--- config.mk ---
export PLATFORM = sky130hd
export DESIGN_NAME = unix_seconds_to_calendar_flat
export DESIGN_NICKNAME = d
export VERILOG_FILES = /design/src/rtl/u2cal_pkg.sv /design/src/rtl/u2cal_stamp_if.sv /design/src/rtl/u2cal_date_if.sv /design/src/rtl/u2cal_front.sv /design/src/rtl/u2cal_fifo.sv /design/src/rtl/u2cal_back.sv /design/src/rtl/unix_seconds_to_calendar.sv /design/src/flat_wrapper.sv
export SDC_FILE = /design/constraint.sdc
export NUM_CORES = 1
export LEC_CHECK = 0
export ABC_AREA = 1
export BUFFER_PORTS_ARGS = -buffer_cell sky130_fd_sc_hd__buf_2
export CELL_PAD_IN_SITES_DETAIL_PLACEMENT = 0
export CELL_PAD_IN_SITES_GLOBAL_PLACEMENT = 2
export CORE_MARGIN = 1.5
export CORE_UTILIZATION = 40
export CTS_CLUSTER_DIAMETER = 150
export DETAILED_ROUTE_END_ITERATION = 6
export GPL_ROUTABILITY_DRIVEN = 0
export GPL_TIMING_DRIVEN = 0
export PLACE_DENSITY_LB_ADDON = 0.1
export SETUP_SLACK_MARGIN = 0.1
export SYNTH_ARGS = -nofsm -noshare
export SYNTH_HDL_FRONTEND = slang
export SYNTH_SLANG_ARGS = --single-unit
export TNS_END_PERCENT = 1
--- constraint.sdc ---
create_clock -name clk -period 6.1 [get_ports clk]
set_input_delay 0.305 -clock clk [delete_from_list [all_inputs] [get_ports clk]]
set_output_delay 0.305 -clock clk [all_outputs]
set_load 0.02 [all_outputs]
--- src/rtl/u2cal_pkg.sv ---
// Shared types, constants and calendar helpers for the seconds-to-calendar block.
// No dependencies; every module in rtl/ uses it by scoped names.
package u2cal_pkg;

	localparam int unsigned QueueDepth = 2;

	// reciprocals and divisors for the split; the low bits are stripped first
	// (86400 = 675 << 7, 3600 = 225 << 4, 60 = 15 << 2)
	localparam logic [24:0] DayRecip    = 25'd25451658;
	localparam logic [24:0] DayDivisor  = 25'd675;
	localparam logic [12:0] HourRecip   = 13'd4660;
	localparam logic [12:0] HourDivisor = 13'd225;
	localparam logic [12:0] MinRecip    = 13'd4369;
	localparam logic [9:0]  MinDivisor  = 10'd15;
	localparam logic [16:0] WeekRecip   = 17'd74898;

	localparam logic [16:0] WeekLen      = 17'd7;
	localparam logic [16:0] EpochWeekday = 17'd3;

	localparam logic [8:0] DaysInYear     = 9'd365;
	localparam logic [8:0] DaysInLeapYear = 9'd366;

	// year index counts from 1970
	localparam logic [1:0] LeapPhase  = 2'd2;
	localparam logic [7:0] Year2100   = 8'd130;
	localparam logic [7:0] YearBias   = 8'd226;
	localparam logic [7:0] LastYear   = 8'd136;
	localparam logic [3:0] LastMonth  = 4'd11;
	localparam logic [3:0] February   = 4'd1;

	typedef struct packed {
		logic [15:0] days;
		logic [4:0]  hour;
		logic [5:0]  minute;
		logic [5:0]  second;
		logic [2:0]  weekday;
	} job_t;

	typedef enum logic [1:0] {F_IDLE, F_DIV, F_PUSH} front_state_t;
	typedef enum logic [1:0] {DIV_DAY, DIV_HOUR, DIV_MIN} div_phase_t;
	typedef enum logic [1:0] {B_IDLE, B_YEAR, B_MONTH, B_WRITE} back_state_t;

	function automatic logic leap_year(input logic [7:0] year_idx);
		return (year_idx[1:0] == LeapPhase) && (year_idx != Year2100);
	endfunction

	function automatic logic [4:0] month_days(input logic [3:0] month, input logic leap);
		logic [4:0] len;
		unique case (month)
			4'd0, 4'd2, 4'd4, 4'd6, 4'd7, 4'd9, 4'd11: len = 5'd31;
			4'd3, 4'd5, 4'd8, 4'd10:                   len = 5'd30;
			February:                                  len = leap ? 5'd29 : 5'd28;
			default:                                   len = 5'd31;
		endcase
		return len;
	endfunction

endpackage

--- src/rtl/u2cal_stamp_if.sv ---
// Input channel: valid/ready handshake carrying a 32-bit seconds count.
// Standalone; used by u2cal_front and the top level.
interface u2cal_stamp_if;
	logic        valid;
	logic        ready;
	logic [31:0] unix_time;

	modport source(output valid, output unix_time, input ready);
	modport sink(input valid, input unix_time, output ready);
endinterface

--- src/rtl/u2cal_date_if.sv ---
// Output channel: valid/ready handshake carrying the calendar fields.
// Standalone; used by u2cal_back and the top level.
interface u2cal_date_if;
	logic       valid;
	logic       ready;
	logic [5:0] second_of_minute;
	logic [5:0] minute_of_hour;
	logic [4:0] hour_of_day;
	logic [2:0] weekday;
	logic [7:0] year_offset;
	logic [3:0] month_of_year;
	logic [4:0] day_of_month;

	modport source(output valid, output second_of_minute, output minute_of_hour,
		output hour_of_day, output weekday, output year_offset, output month_of_year,
		output day_of_month, input ready);
	modport sink(input valid, input second_of_minute, input minute_of_hour,
		input hour_of_day, input weekday, input year_offset, input month_of_year,
		input day_of_month, output ready);
endinterface

--- src/rtl/u2cal_front.sv ---
// Front end: accepts a seconds word and splits it by reciprocal multiplication with one
// correction step (by 86400, 3600, 60, and 7 for the weekday). Uses u2cal_pkg.
module u2cal_front (
	input  logic               clk,
	input  logic               arst_n,
	u2cal_stamp_if.sink        stamp,
	input  logic               q_full,
	output logic               q_push,
	output u2cal_pkg::job_t    q_job
);

	u2cal_pkg::front_state_t state_q, state_d;
	u2cal_pkg::div_phase_t   phase_q;
	logic        fix_q;
	logic [31:0] stamp_q;
	logic [16:0] rem_q;
	logic [15:0] qe_q;
	logic [12:0] wqe_q;
	logic [15:0] days_q;
	logic [4:0]  hour_q;
	logic [5:0]  min_q;
	logic [5:0]  sec_q;
	logic [2:0]  wday_q;

	logic [24:0] day_x;
	logic [49:0] day_prod;
	logic [10:0] day_sub;
	logic        day_carry;
	logic [9:0]  day_rem;
	logic [12:0] hour_y;
	logic [24:0] hour_prod;
	logic [8:0]  hour_sub;
	logic        hour_carry;
	logic [7:0]  hour_rem;
	logic [9:0]  min_z;
	logic [21:0] min_prod;
	logic [4:0]  min_sub;
	logic        min_carry;
	logic [3:0]  min_rem;
	logic [16:0] week_w;
	logic [31:0] week_prod;
	logic [3:0]  week_sub;
	logic        week_carry;
	logic [2:0]  week_rem;
	logic        accept;

	assign day_x     = stamp_q[31:7];
	assign day_prod  = 50'(day_x) * 50'(u2cal_pkg::DayRecip);
	assign day_sub   = 11'(day_x - 25'(qe_q) * u2cal_pkg::DayDivisor);
	assign day_carry = {14'd0, day_sub} >= u2cal_pkg::DayDivisor;
	assign day_rem   = day_carry ? 10'({14'd0, day_sub} - u2cal_pkg::DayDivisor)
		: day_sub[9:0];

	assign hour_y     = rem_q[16:4];
	assign hour_prod  = 25'(hour_y) * 25'(u2cal_pkg::HourRecip);
	assign hour_sub   = 9'(hour_y - 13'(qe_q[4:0]) * u2cal_pkg::HourDivisor);
	assign hour_carry = {4'd0, hour_sub} >= u2cal_pkg::HourDivisor;
	assign hour_rem   = hour_carry ? 8'({4'd0, hour_sub} - u2cal_pkg::HourDivisor)
		: hour_sub[7:0];

	assign min_z     = rem_q[11:2];
	assign min_prod  = 22'(min_z) * 22'(u2cal_pkg::MinRecip);
	assign min_sub   = 5'(min_z - 10'(qe_q[5:0]) * u2cal_pkg::MinDivisor);
	assign min_carry = {5'd0, min_sub} >= u2cal_pkg::MinDivisor;
	assign min_rem   = min_carry ? 4'({5'd0, min_sub} - u2cal_pkg::MinDivisor)
		: min_sub[3:0];

	assign week_w     = {1'b0, days_q} + u2cal_pkg::EpochWeekday;
	assign week_prod  = 32'(week_w) * 32'(u2cal_pkg::WeekRecip);
	assign week_sub   = 4'(week_w - 17'(wqe_q) * u2cal_pkg::WeekLen);
	assign week_carry = {13'd0, week_sub} >= u2cal_pkg::WeekLen;
	assign week_rem   = week_carry ? 3'({13'd0, week_sub} - u2cal_pkg::WeekLen)
		: week_sub[2:0];

	assign accept = stamp.valid && stamp.ready;

	always_comb begin
		state_d = state_q;
		unique case (state_q)
			u2cal_pkg::F_IDLE: if (stamp.valid) state_d = u2cal_pkg::F_DIV;
			u2cal_pkg::F_DIV:  if (fix_q && phase_q == u2cal_pkg::DIV_MIN) state_d = u2cal_pkg::F_PUSH;
			u2cal_pkg::F_PUSH: if (!q_full) state_d = u2cal_pkg::F_IDLE;
			default:           state_d = u2cal_pkg::F_IDLE;
		endcase
	end

	always_comb begin
		stamp.ready = state_q == u2cal_pkg::F_IDLE;
		q_push      = (state_q == u2cal_pkg::F_PUSH) && !q_full;
		q_job       = '{days: days_q, hour: hour_q, minute: min_q, second: sec_q, weekday: wday_q};
	end

	always_ff @(posedge clk or negedge arst_n) begin
		if (!arst_n) begin
			state_q <= u2cal_pkg::F_IDLE;
		end else begin
			state_q <= state_d;
		end
	end

	// each phase: estimate the quotient, then correct it by at most one
	always_ff @(posedge clk) begin
		if (accept) begin
			stamp_q <= stamp.unix_time;
			phase_q <= u2cal_pkg::DIV_DAY;
			fix_q   <= 1'b0;
		end else if (state_q == u2cal_pkg::F_DIV) begin
			fix_q <= !fix_q;
			unique case (phase_q)
				u2cal_pkg::DIV_DAY: begin
					if (!fix_q) begin
						qe_q <= day_prod[49:34];
					end else begin
						days_q  <= qe_q + {15'd0, day_carry};
						rem_q   <= {day_rem, stamp_q[6:0]};
						phase_q <= u2cal_pkg::DIV_HOUR;
					end
				end
				u2cal_pkg::DIV_HOUR: begin
					if (!fix_q) begin
						qe_q  <= {11'd0, hour_prod[24:20]};
						wqe_q <= week_prod[31:19];
					end else begin
						hour_q  <= qe_q[4:0] + {4'd0, hour_carry};
						wday_q  <= week_rem + 3'd1;
						rem_q   <= {5'd0, hour_rem, rem_q[3:0]};
						phase_q <= u2cal_pkg::DIV_MIN;
					end
				end
				u2cal_pkg::DIV_MIN: begin
					if (!fix_q) begin
						qe_q <= {10'd0, min_prod[21:16]};
					end else begin
						min_q <= qe_q[5:0] + {5'd0, min_carry};
						sec_q <= {min_rem, rem_q[1:0]};
					end
				end
				default: ;
			endcase
		end
	end

	a_fields_range: assert property (@(posedge clk) disable iff (!arst_n)
		(state_q == u2cal_pkg::F_PUSH) |-> (hour_q < 5'd24 && min_q < 6'd60
		&& sec_q < 6'd60 && wday_q != 3'd0))
		else $error("split fields out of range");

	a_push_idle: assert property (@(posedge clk) disable iff (!arst_n)
		q_push |=> (state_q == u2cal_pkg::F_IDLE))
		else $error("front not idle after push");

endmodule

--- src/rtl/u2cal_fifo.sv ---
// Short queue of split jobs between front and back end.
// Uses u2cal_pkg::job_t; depth set by the top level.
module u2cal_fifo #(
	parameter int unsigned Depth = u2cal_pkg::QueueDepth
) (
	input  logic            clk,
	input  logic            arst_n,
	input  logic            push,
	input  u2cal_pkg::job_t din,
	input  logic            pop,
	output u2cal_pkg::job_t dout,
	output logic            full,
	output logic            empty
);

	localparam int unsigned PtrW = $clog2(Depth);
	localparam int unsigned CntW = $clog2(Depth + 1);

	u2cal_pkg::job_t mem_q [Depth];
	logic [PtrW-1:0] wr_ptr_q;
	logic [PtrW-1:0] rd_ptr_q;
	logic [CntW-1:0] count_q;

	assign full  = count_q == CntW'(Depth);
	assign empty = count_q == '0;
	assign dout  = mem_q[rd_ptr_q];

	always_ff @(posedge clk or negedge arst_n) begin
		if (!arst_n) begin
			wr_ptr_q <= '0;
			rd_ptr_q <= '0;
			count_q  <= '0;
		end else begin
			if (push) wr_ptr_q <= (wr_ptr_q == PtrW'(Depth - 1)) ? '0 : wr_ptr_q + 1'b1;
			if (pop)  rd_ptr_q <= (rd_ptr_q == PtrW'(Depth - 1)) ? '0 : rd_ptr_q + 1'b1;
			if (push && !pop)      count_q <= count_q + 1'b1;
			else if (pop && !push) count_q <= count_q - 1'b1;
		end
	end

	always_ff @(posedge clk) begin
		if (push) mem_q[wr_ptr_q] <= din;
	end

	a_no_overrun: assert property (@(posedge clk) disable iff (!arst_n)
		(push |-> !full) and (pop |-> !empty))
		else $error("queue overrun or underrun");

endmodule

--- src/rtl/u2cal_back.sv ---
// Back end: walks whole years from 1970, then months of the found year,
// and holds the finished date word for the output channel. Uses u2cal_pkg.
module u2cal_back (
	input  logic            clk,
	input  logic            arst_n,
	input  logic            q_empty,
	input  u2cal_pkg::job_t q_job,
	output logic            q_pop,
	u2cal_date_if.source    date
);

	u2cal_pkg::back_state_t state_q, state_d;
	u2cal_pkg::job_t job_q;
	logic [15:0] days_q;
	logic [7:0]  yo_q;
	logic [3:0]  mon_q;
	logic        out_vld_q;
	logic [5:0]  res_sec_q;
	logic [5:0]  res_min_q;
	logic [4:0]  res_hour_q;
	logic [2:0]  res_wday_q;
	logic [7:0]  res_year_q;
	logic [3:0]  res_mon_q;
	logic [4:0]  res_day_q;

	logic       leap;
	logic [8:0] ylen;
	logic [4:0] mlen;
	logic       year_fits;
	logic       month_fits;
	logic       res_load;

	assign leap       = u2cal_pkg::leap_year(yo_q);
	assign ylen       = leap ? u2cal_pkg::DaysInLeapYear : u2cal_pkg::DaysInYear;
	assign mlen       = u2cal_pkg::month_days(mon_q, leap);
	assign year_fits  = days_q < {7'd0, ylen};
	assign month_fits = days_q < {11'd0, mlen};

	always_comb begin
		state_d = state_q;
		unique case (state_q)
			u2cal_pkg::B_IDLE:  if (!q_empty) state_d = u2cal_pkg::B_YEAR;
			u2cal_pkg::B_YEAR:  if (year_fits) state_d = u2cal_pkg::B_MONTH;
			u2cal_pkg::B_MONTH: begin
				if (month_fits || mon_q == u2cal_pkg::LastMonth) state_d = u2cal_pkg::B_WRITE;
			end
			u2cal_pkg::B_WRITE: if (!out_vld_q || date.ready) state_d = u2cal_pkg::B_IDLE;
			default:            state_d = u2cal_pkg::B_IDLE;
		endcase
	end

	always_comb begin
		q_pop    = (state_q == u2cal_pkg::B_IDLE) && !q_empty;
		res_load = (state_q == u2cal_pkg::B_WRITE) && (!out_vld_q || date.ready);
		date.valid            = out_vld_q;
		date.second_of_minute = res_sec_q;
		date.minute_of_hour   = res_min_q;
		date.hour_of_day      = res_hour_q;
		date.weekday          = res_wday_q;
		date.year_offset      = res_year_q;
		date.month_of_year    = res_mon_q;
		date.day_of_month     = res_day_q;
	end

	always_ff @(posedge clk or negedge arst_n) begin
		if (!arst_n) begin
			state_q   <= u2cal_pkg::B_IDLE;
			out_vld_q <= 1'b0;
		end else begin
			state_q <= state_d;
			if (res_load)        out_vld_q <= 1'b1;
			else if (date.ready) out_vld_q <= 1'b0;
		end
	end

	always_ff @(posedge clk) begin
		if (q_pop) begin
			job_q  <= q_job;
			days_q <= q_job.days;
			yo_q   <= '0;
		end
		if (state_q == u2cal_pkg::B_YEAR) begin
			if (year_fits) begin
				mon_q <= '0;
			end else begin
				days_q <= days_q - {7'd0, ylen};
				yo_q   <= yo_q + 8'd1;
			end
		end
		if (state_q == u2cal_pkg::B_MONTH && !month_fits) begin
			days_q <= days_q - {11'd0, mlen};
			if (mon_q != u2cal_pkg::LastMonth) mon_q <= mon_q + 4'd1;
		end
		if (res_load) begin
			res_sec_q  <= job_q.second;
			res_min_q  <= job_q.minute;
			res_hour_q <= job_q.hour;
			res_wday_q <= job_q.weekday;
			res_year_q <= yo_q + u2cal_pkg::YearBias;
			res_mon_q  <= mon_q + 4'd1;
			res_day_q  <= days_q[4:0] + 5'd1;
		end
	end

	a_year_bound: assert property (@(posedge clk) disable iff (!arst_n)
		(state_q == u2cal_pkg::B_YEAR) |-> (yo_q <= u2cal_pkg::LastYear))
		else $error("year walk ran past range");

	a_month_bound: assert property (@(posedge clk) disable iff (!arst_n)
		(state_q == u2cal_pkg::B_MONTH) |-> (mon_q <= u2cal_pkg::LastMonth
		&& days_q < {7'd0, u2cal_pkg::DaysInLeapYear}))
		else $error("month walk state out of range");

	a_load_free: assert property (@(posedge clk) disable iff (!arst_n)
		res_load |=> date.valid)
		else $error("result not presented after load");

endmodule

--- src/rtl/unix_seconds_to_calendar.sv ---
// Top level: seconds-since-1970 to calendar date and time.
// Depends on u2cal_pkg, u2cal_stamp_if, u2cal_date_if, u2cal_front, u2cal_fifo, u2cal_back.
//
//   port    dir   word
//   stamp   sink  unix_time[31:0]
//   date    src   second, minute, hour, weekday, year_offset, month, day
//
// Front, per word: accept, an estimate and a correct step each for day, hour and minute
// (weekday rides with the hour), then one push, which waits while the queue is full.
// Back, per word: a pop, the year walk, the month walk, then a write; the year walk sets the rate.
// Front and back overlap through the queue, so sustained rate is the slower of the two.
// arst_n clears control state only; datapath registers load with each word.
// A stalled date channel holds its word and backs up the queue, then the stamp channel.
module unix_seconds_to_calendar #(
	parameter int unsigned QueueDepth = u2cal_pkg::QueueDepth
) (
	input  logic         clk,
	input  logic         arst_n,
	u2cal_stamp_if.sink  stamp,
	u2cal_date_if.source date
);

	u2cal_pkg::job_t push_job;
	u2cal_pkg::job_t pop_job;
	logic            q_push;
	logic            q_pop;
	logic            q_full;
	logic            q_empty;

	u2cal_front u_front (
		.clk    (clk),
		.arst_n (arst_n),
		.stamp  (stamp),
		.q_full (q_full),
		.q_push (q_push),
		.q_job  (push_job)
	);

	u2cal_fifo #(
		.Depth (QueueDepth)
	) u_fifo (
		.clk    (clk),
		.arst_n (arst_n),
		.push   (q_push),
		.din    (push_job),
		.pop    (q_pop),
		.dout   (pop_job),
		.full   (q_full),
		.empty  (q_empty)
	);

	u2cal_back u_back (
		.clk     (clk),
		.arst_n  (arst_n),
		.q_empty (q_empty),
		.q_job   (pop_job),
		.q_pop   (q_pop),
		.date    (date)
	);

endmodule
--- src/flat_wrapper.sv ---
// flat-port wrapper written by rule: the top's interface ports become plain ports
module unix_seconds_to_calendar_flat 
#(
	parameter int unsigned QueueDepth = u2cal_pkg::QueueDepth
)
  (clk, arst_n, stamp_valid, stamp_unix_time, stamp_ready, date_valid, date_second_of_minute, date_minute_of_hour, date_hour_of_day, date_weekday, date_year_offset, date_month_of_year, date_day_of_month, date_ready);
  u2cal_stamp_if stamp_i ();
  u2cal_date_if date_i ();
  input  logic clk;
  input  logic arst_n;
  input wire logic [$bits(stamp_i.valid)-1:0] stamp_valid;
  input wire logic [$bits(stamp_i.unix_time)-1:0] stamp_unix_time;
  output wire logic [$bits(stamp_i.ready)-1:0] stamp_ready;
  output wire logic [$bits(date_i.valid)-1:0] date_valid;
  output wire logic [$bits(date_i.second_of_minute)-1:0] date_second_of_minute;
  output wire logic [$bits(date_i.minute_of_hour)-1:0] date_minute_of_hour;
  output wire logic [$bits(date_i.hour_of_day)-1:0] date_hour_of_day;
  output wire logic [$bits(date_i.weekday)-1:0] date_weekday;
  output wire logic [$bits(date_i.year_offset)-1:0] date_year_offset;
  output wire logic [$bits(date_i.month_of_year)-1:0] date_month_of_year;
  output wire logic [$bits(date_i.day_of_month)-1:0] date_day_of_month;
  input wire logic [$bits(date_i.ready)-1:0] date_ready;
  assign stamp_i.valid = stamp_valid;
  assign stamp_i.unix_time = stamp_unix_time;
  assign stamp_ready = stamp_i.ready;
  assign date_valid = date_i.valid;
  assign date_second_of_minute = date_i.second_of_minute;
  assign date_minute_of_hour = date_i.minute_of_hour;
  assign date_hour_of_day = date_i.hour_of_day;
  assign date_weekday = date_i.weekday;
  assign date_year_offset = date_i.year_offset;
  assign date_month_of_year = date_i.month_of_year;
  assign date_day_of_month = date_i.day_of_month;
  assign date_i.ready = date_ready;
  unix_seconds_to_calendar #(.QueueDepth(QueueDepth)) u_core (.clk(clk), .arst_n(arst_n), .stamp(stamp_i), .date(date_i));
endmodule
==> impl_metrics.ini <==
[timing]
rsz0062_at_grt = true
finClkSkew_ps = 17.0
tightestPinTransition_ps = 1300
layout_min_cycle_time_ps = 5820
whs_ps = 86.8
drv_slew = 0
setup_slack_ps = 282
hold_viol_final = 0
setup_viol = 0
maxSlewHeadroom_pct = 13.0
tns_ps = 0
fmax_ghz = 0.172
min_period_over_period_pct = 95.4

[synth]
synth_top_flop_cell = edfxtp_1
synth.most_common_cell = inv_1
synth_seq_area_share_pct = 26.5
synthCells = 3181
synth_area_leaders = ha_1 (25%), edfxtp_1 (24%), fa_1 (16%)
synth_edf_count = 234
netlist_top_cells_count = inv_1 (634), ha_1 (587), nand2_1 (530), fa_1 (240), edfxtp_1 (234)
ys_warn_count = 0
ys_async_sr_fraction_pct = 3.28
mappedNetlistArea_mm2 = 0.0297
syn_area_per_cell_um2 = 9.35
yosys.area.top_type = ha_1
synthDistinctLibCells = 67
synth_seq_cells = 274
synth_top_area_share_pct = 24.7
synth_nets = 4044

[global_routing]
grt.overflow.total = 0
antenna_found_initial = 0
grt_pass1_vias = 22300
grtUsageTotal_pct = 20.3
grt_pass1_wl_mm = 120
grt_start_max_net_pins = 36

[clock_tree]
cts_max_path_buffers = 3
cts_tree = yes
clk_pin_slew_ps = 60
cts_buffers = 34
root_buffer = clkbuf_16
h-tree-depth = 2
clock_sinks = 274
clk_latency_ps = 560

[floorplan]
die_h_um = 276
die_x_um = 276
design.die.area_mm2 = 0.0760
start_util_pct = 40.6
boundaryPins = 75
core_region_area_mm2 = 0.0733
placementRows = 99

[setup_path]
critPathMaxFanout = 6
reg2regPathDepth = 22
worstReg2RegStart = u_core.u_front.stamp_q[22]$_DFFE_PP_
rr_endpoint = u_core.u_front.qe_q[3]$_DFFE_PP_
path_class = reg2reg
worstSetupEndpointType = register
r2r_slack_ps = 280
cp.required_ps = 6400
cp-start-kind = register
critPathArrivalTime_ps = 6120

[run_status]
outcome = complete, no violations

[routing]
viasPerCell = 4.86
wl_mm = 75.0
antenna_left = 0
dr.pass1.iters = 4
drc = 0
via_count = 21400
drt_iter0_markers = 899
wire_per_inst_um = 17.0

[placed_design]
hpwl_mm = 59.3
dp_cells = 4218
dp_worst_setup_slack_ps = -892
port_buffers = 74
place_area_mm2 = 0.0314

[cells_and_area]
fin_util_pct = 46.8
multi_input_area_mm2 = 0.0198
seq_area_mm2 = 0.00787
design_area_mm2 = 0.0343
final_layout_size_suffix_gt1_share_pct = 11.5
finalNonFillerCells = 4409
synthToLayoutAreaGrowth_pct = 15.3
diodes = 0
nNetsFinal = 4287
fill_cells = 7077

[pwr]
leakage_nw = 16.9
vdd_ir_drop_max_mv = 0.190
total_power_mw = 4.51
powerDensity_mw_per_mm2 = 131

[job]
drv_cap = 0

[hold_path]
hold_end = u_core.u_front.state_q[0]$_DFFE_PN0P_
holdPathStages = 3
hp-start = stamp_valid
hold_class = in2reg
## kinds of logic after synthesis
kind of cell	count (synthesis)	synth area share, %
DFF	274	26.5
adders and majority gates	827	40.8
xor gates and xnor gates	120	3.75
AOI/OAI and AO/OA	333	6.35
muxes	1	0.0337
and+or+nand+nor	955	13.8
buffers and inverters	671	8.73
## report_power, final
| part | internal [mW] | switching [mW] | total [mW] | leakage, nW |
|---|---|---|---|---|
| combinational | 0.0926 | 0.172 | 0.264 | 13.9 |
| clock | 1.29 | 0.848 | 2.13 | 0.569 |
| sequential | 2.09 | 0.0213 | 2.11 | 2.47 |
## final cells by class
class	instances	area share [%]
plain buffers	30	0.558
clock buffers	44	2.65
clock inverters	18	0.814
inverters	641	7.04
multi-input cells	2236	57.8
flip-flops and latches	274	23.0
well taps	959	3.50
repair buffers	207	4.70
## sequential cells by signal (all words and copies together) (netlist names), 8 cells and up
signal                          count
u_core.u_back.date.year_offset      8
u_core.u_back.days_q               16
u_core.u_back.job_q                20
u_core.u_back.yo_q                  8
u_core.u_fifo.mem_q                72
u_core.u_front.days_q              16
u_core.u_front.qe_q                16
u_core.u_front.rem_q               17
u_core.u_front.stamp_q             32
## timing repair
item,4_1_cts,5_1_grt
hold buffers,33,0
endpoints found under the hold margin,41,0
pin swaps,0,26
buffers inserted,71,25
resized for setup,7,122
endpoints found under the setup margin,32,26
## worst max-delay path, stage by stage (launching register included)
cell	delay, ps
edfxtp_1	520
buf_4	200
fa_2	320
ha_1	270
inv_1	50
fa_1	490
inv_1	50
fa_1	460
fa_1	520
fa_1	550
inv_1	50
fa_1	520
inv_1	60
ha_4	240
a21o_1	220
a31o_4	260
a21oi_4	120
nor2_1	50
nor2_1	80
nand2_1	80
or2_2	290
nand3_2	100
nand2_1	70
## routing by layer
metal | share of wire [%] | up-vias | track usage (%)
met4 | 1.8 | 0 | 3.72
li1 | - | 10900 | -
met2 | 47 | 274 | 34.6
met5 | 0 | - | 0
met3 | 2.5 | 73 | 1.76
met1 | 49 | 10200 | 28.2
## cell usage in the layout (no fill, tap or decap), drive strengths merged, types with 29 or more instances in the layout
master	Yosys	layout
inv	640	640
o21ai	119	119
nor3	29	29
dfxtp	31	31
nor2	204	204
nand4	31	31
buf	15	189
xnor2	39	39
fa	240	240
dlygate4sd3	0	33
ha	587	587
a21oi	143	143
clkbuf	15	59
xor2	81	81
nand2	549	549
nand3	107	107
edfxtp	234	234
## how the worst max path moves through the flow
stage          cells after the start                             endpoint  slack (ps)                            startpoint
2_1_floorplan                     21     u_core.u_front.qe_q[3]$_DFFE_PP_         530  u_core.u_front.stamp_q[18]$_DFFE_PP_
3_3_place_gp                      30  u_core.u_front.days_q[14]$_DFFE_PP_        -730      u_core.u_front.qe_q[0]$_DFFE_PP_
3_5_place_dp                      29  u_core.u_front.days_q[15]$_DFFE_PP_        -890      u_core.u_front.qe_q[0]$_DFFE_PP_
4_1_cts                           22     u_core.u_front.qe_q[3]$_DFFE_PP_         0.6  u_core.u_front.stamp_q[11]$_DFFE_PP_
5_1_grt                           22    u_core.u_front.qe_q[11]$_DFFE_PP_          30  u_core.u_front.stamp_q[17]$_DFFE_PP_
6_report                          22     u_core.u_front.qe_q[3]$_DFFE_PP_         280  u_core.u_front.stamp_q[22]$_DFFE_PP_
Note: power is estimated with default switching activity, not from simulation.
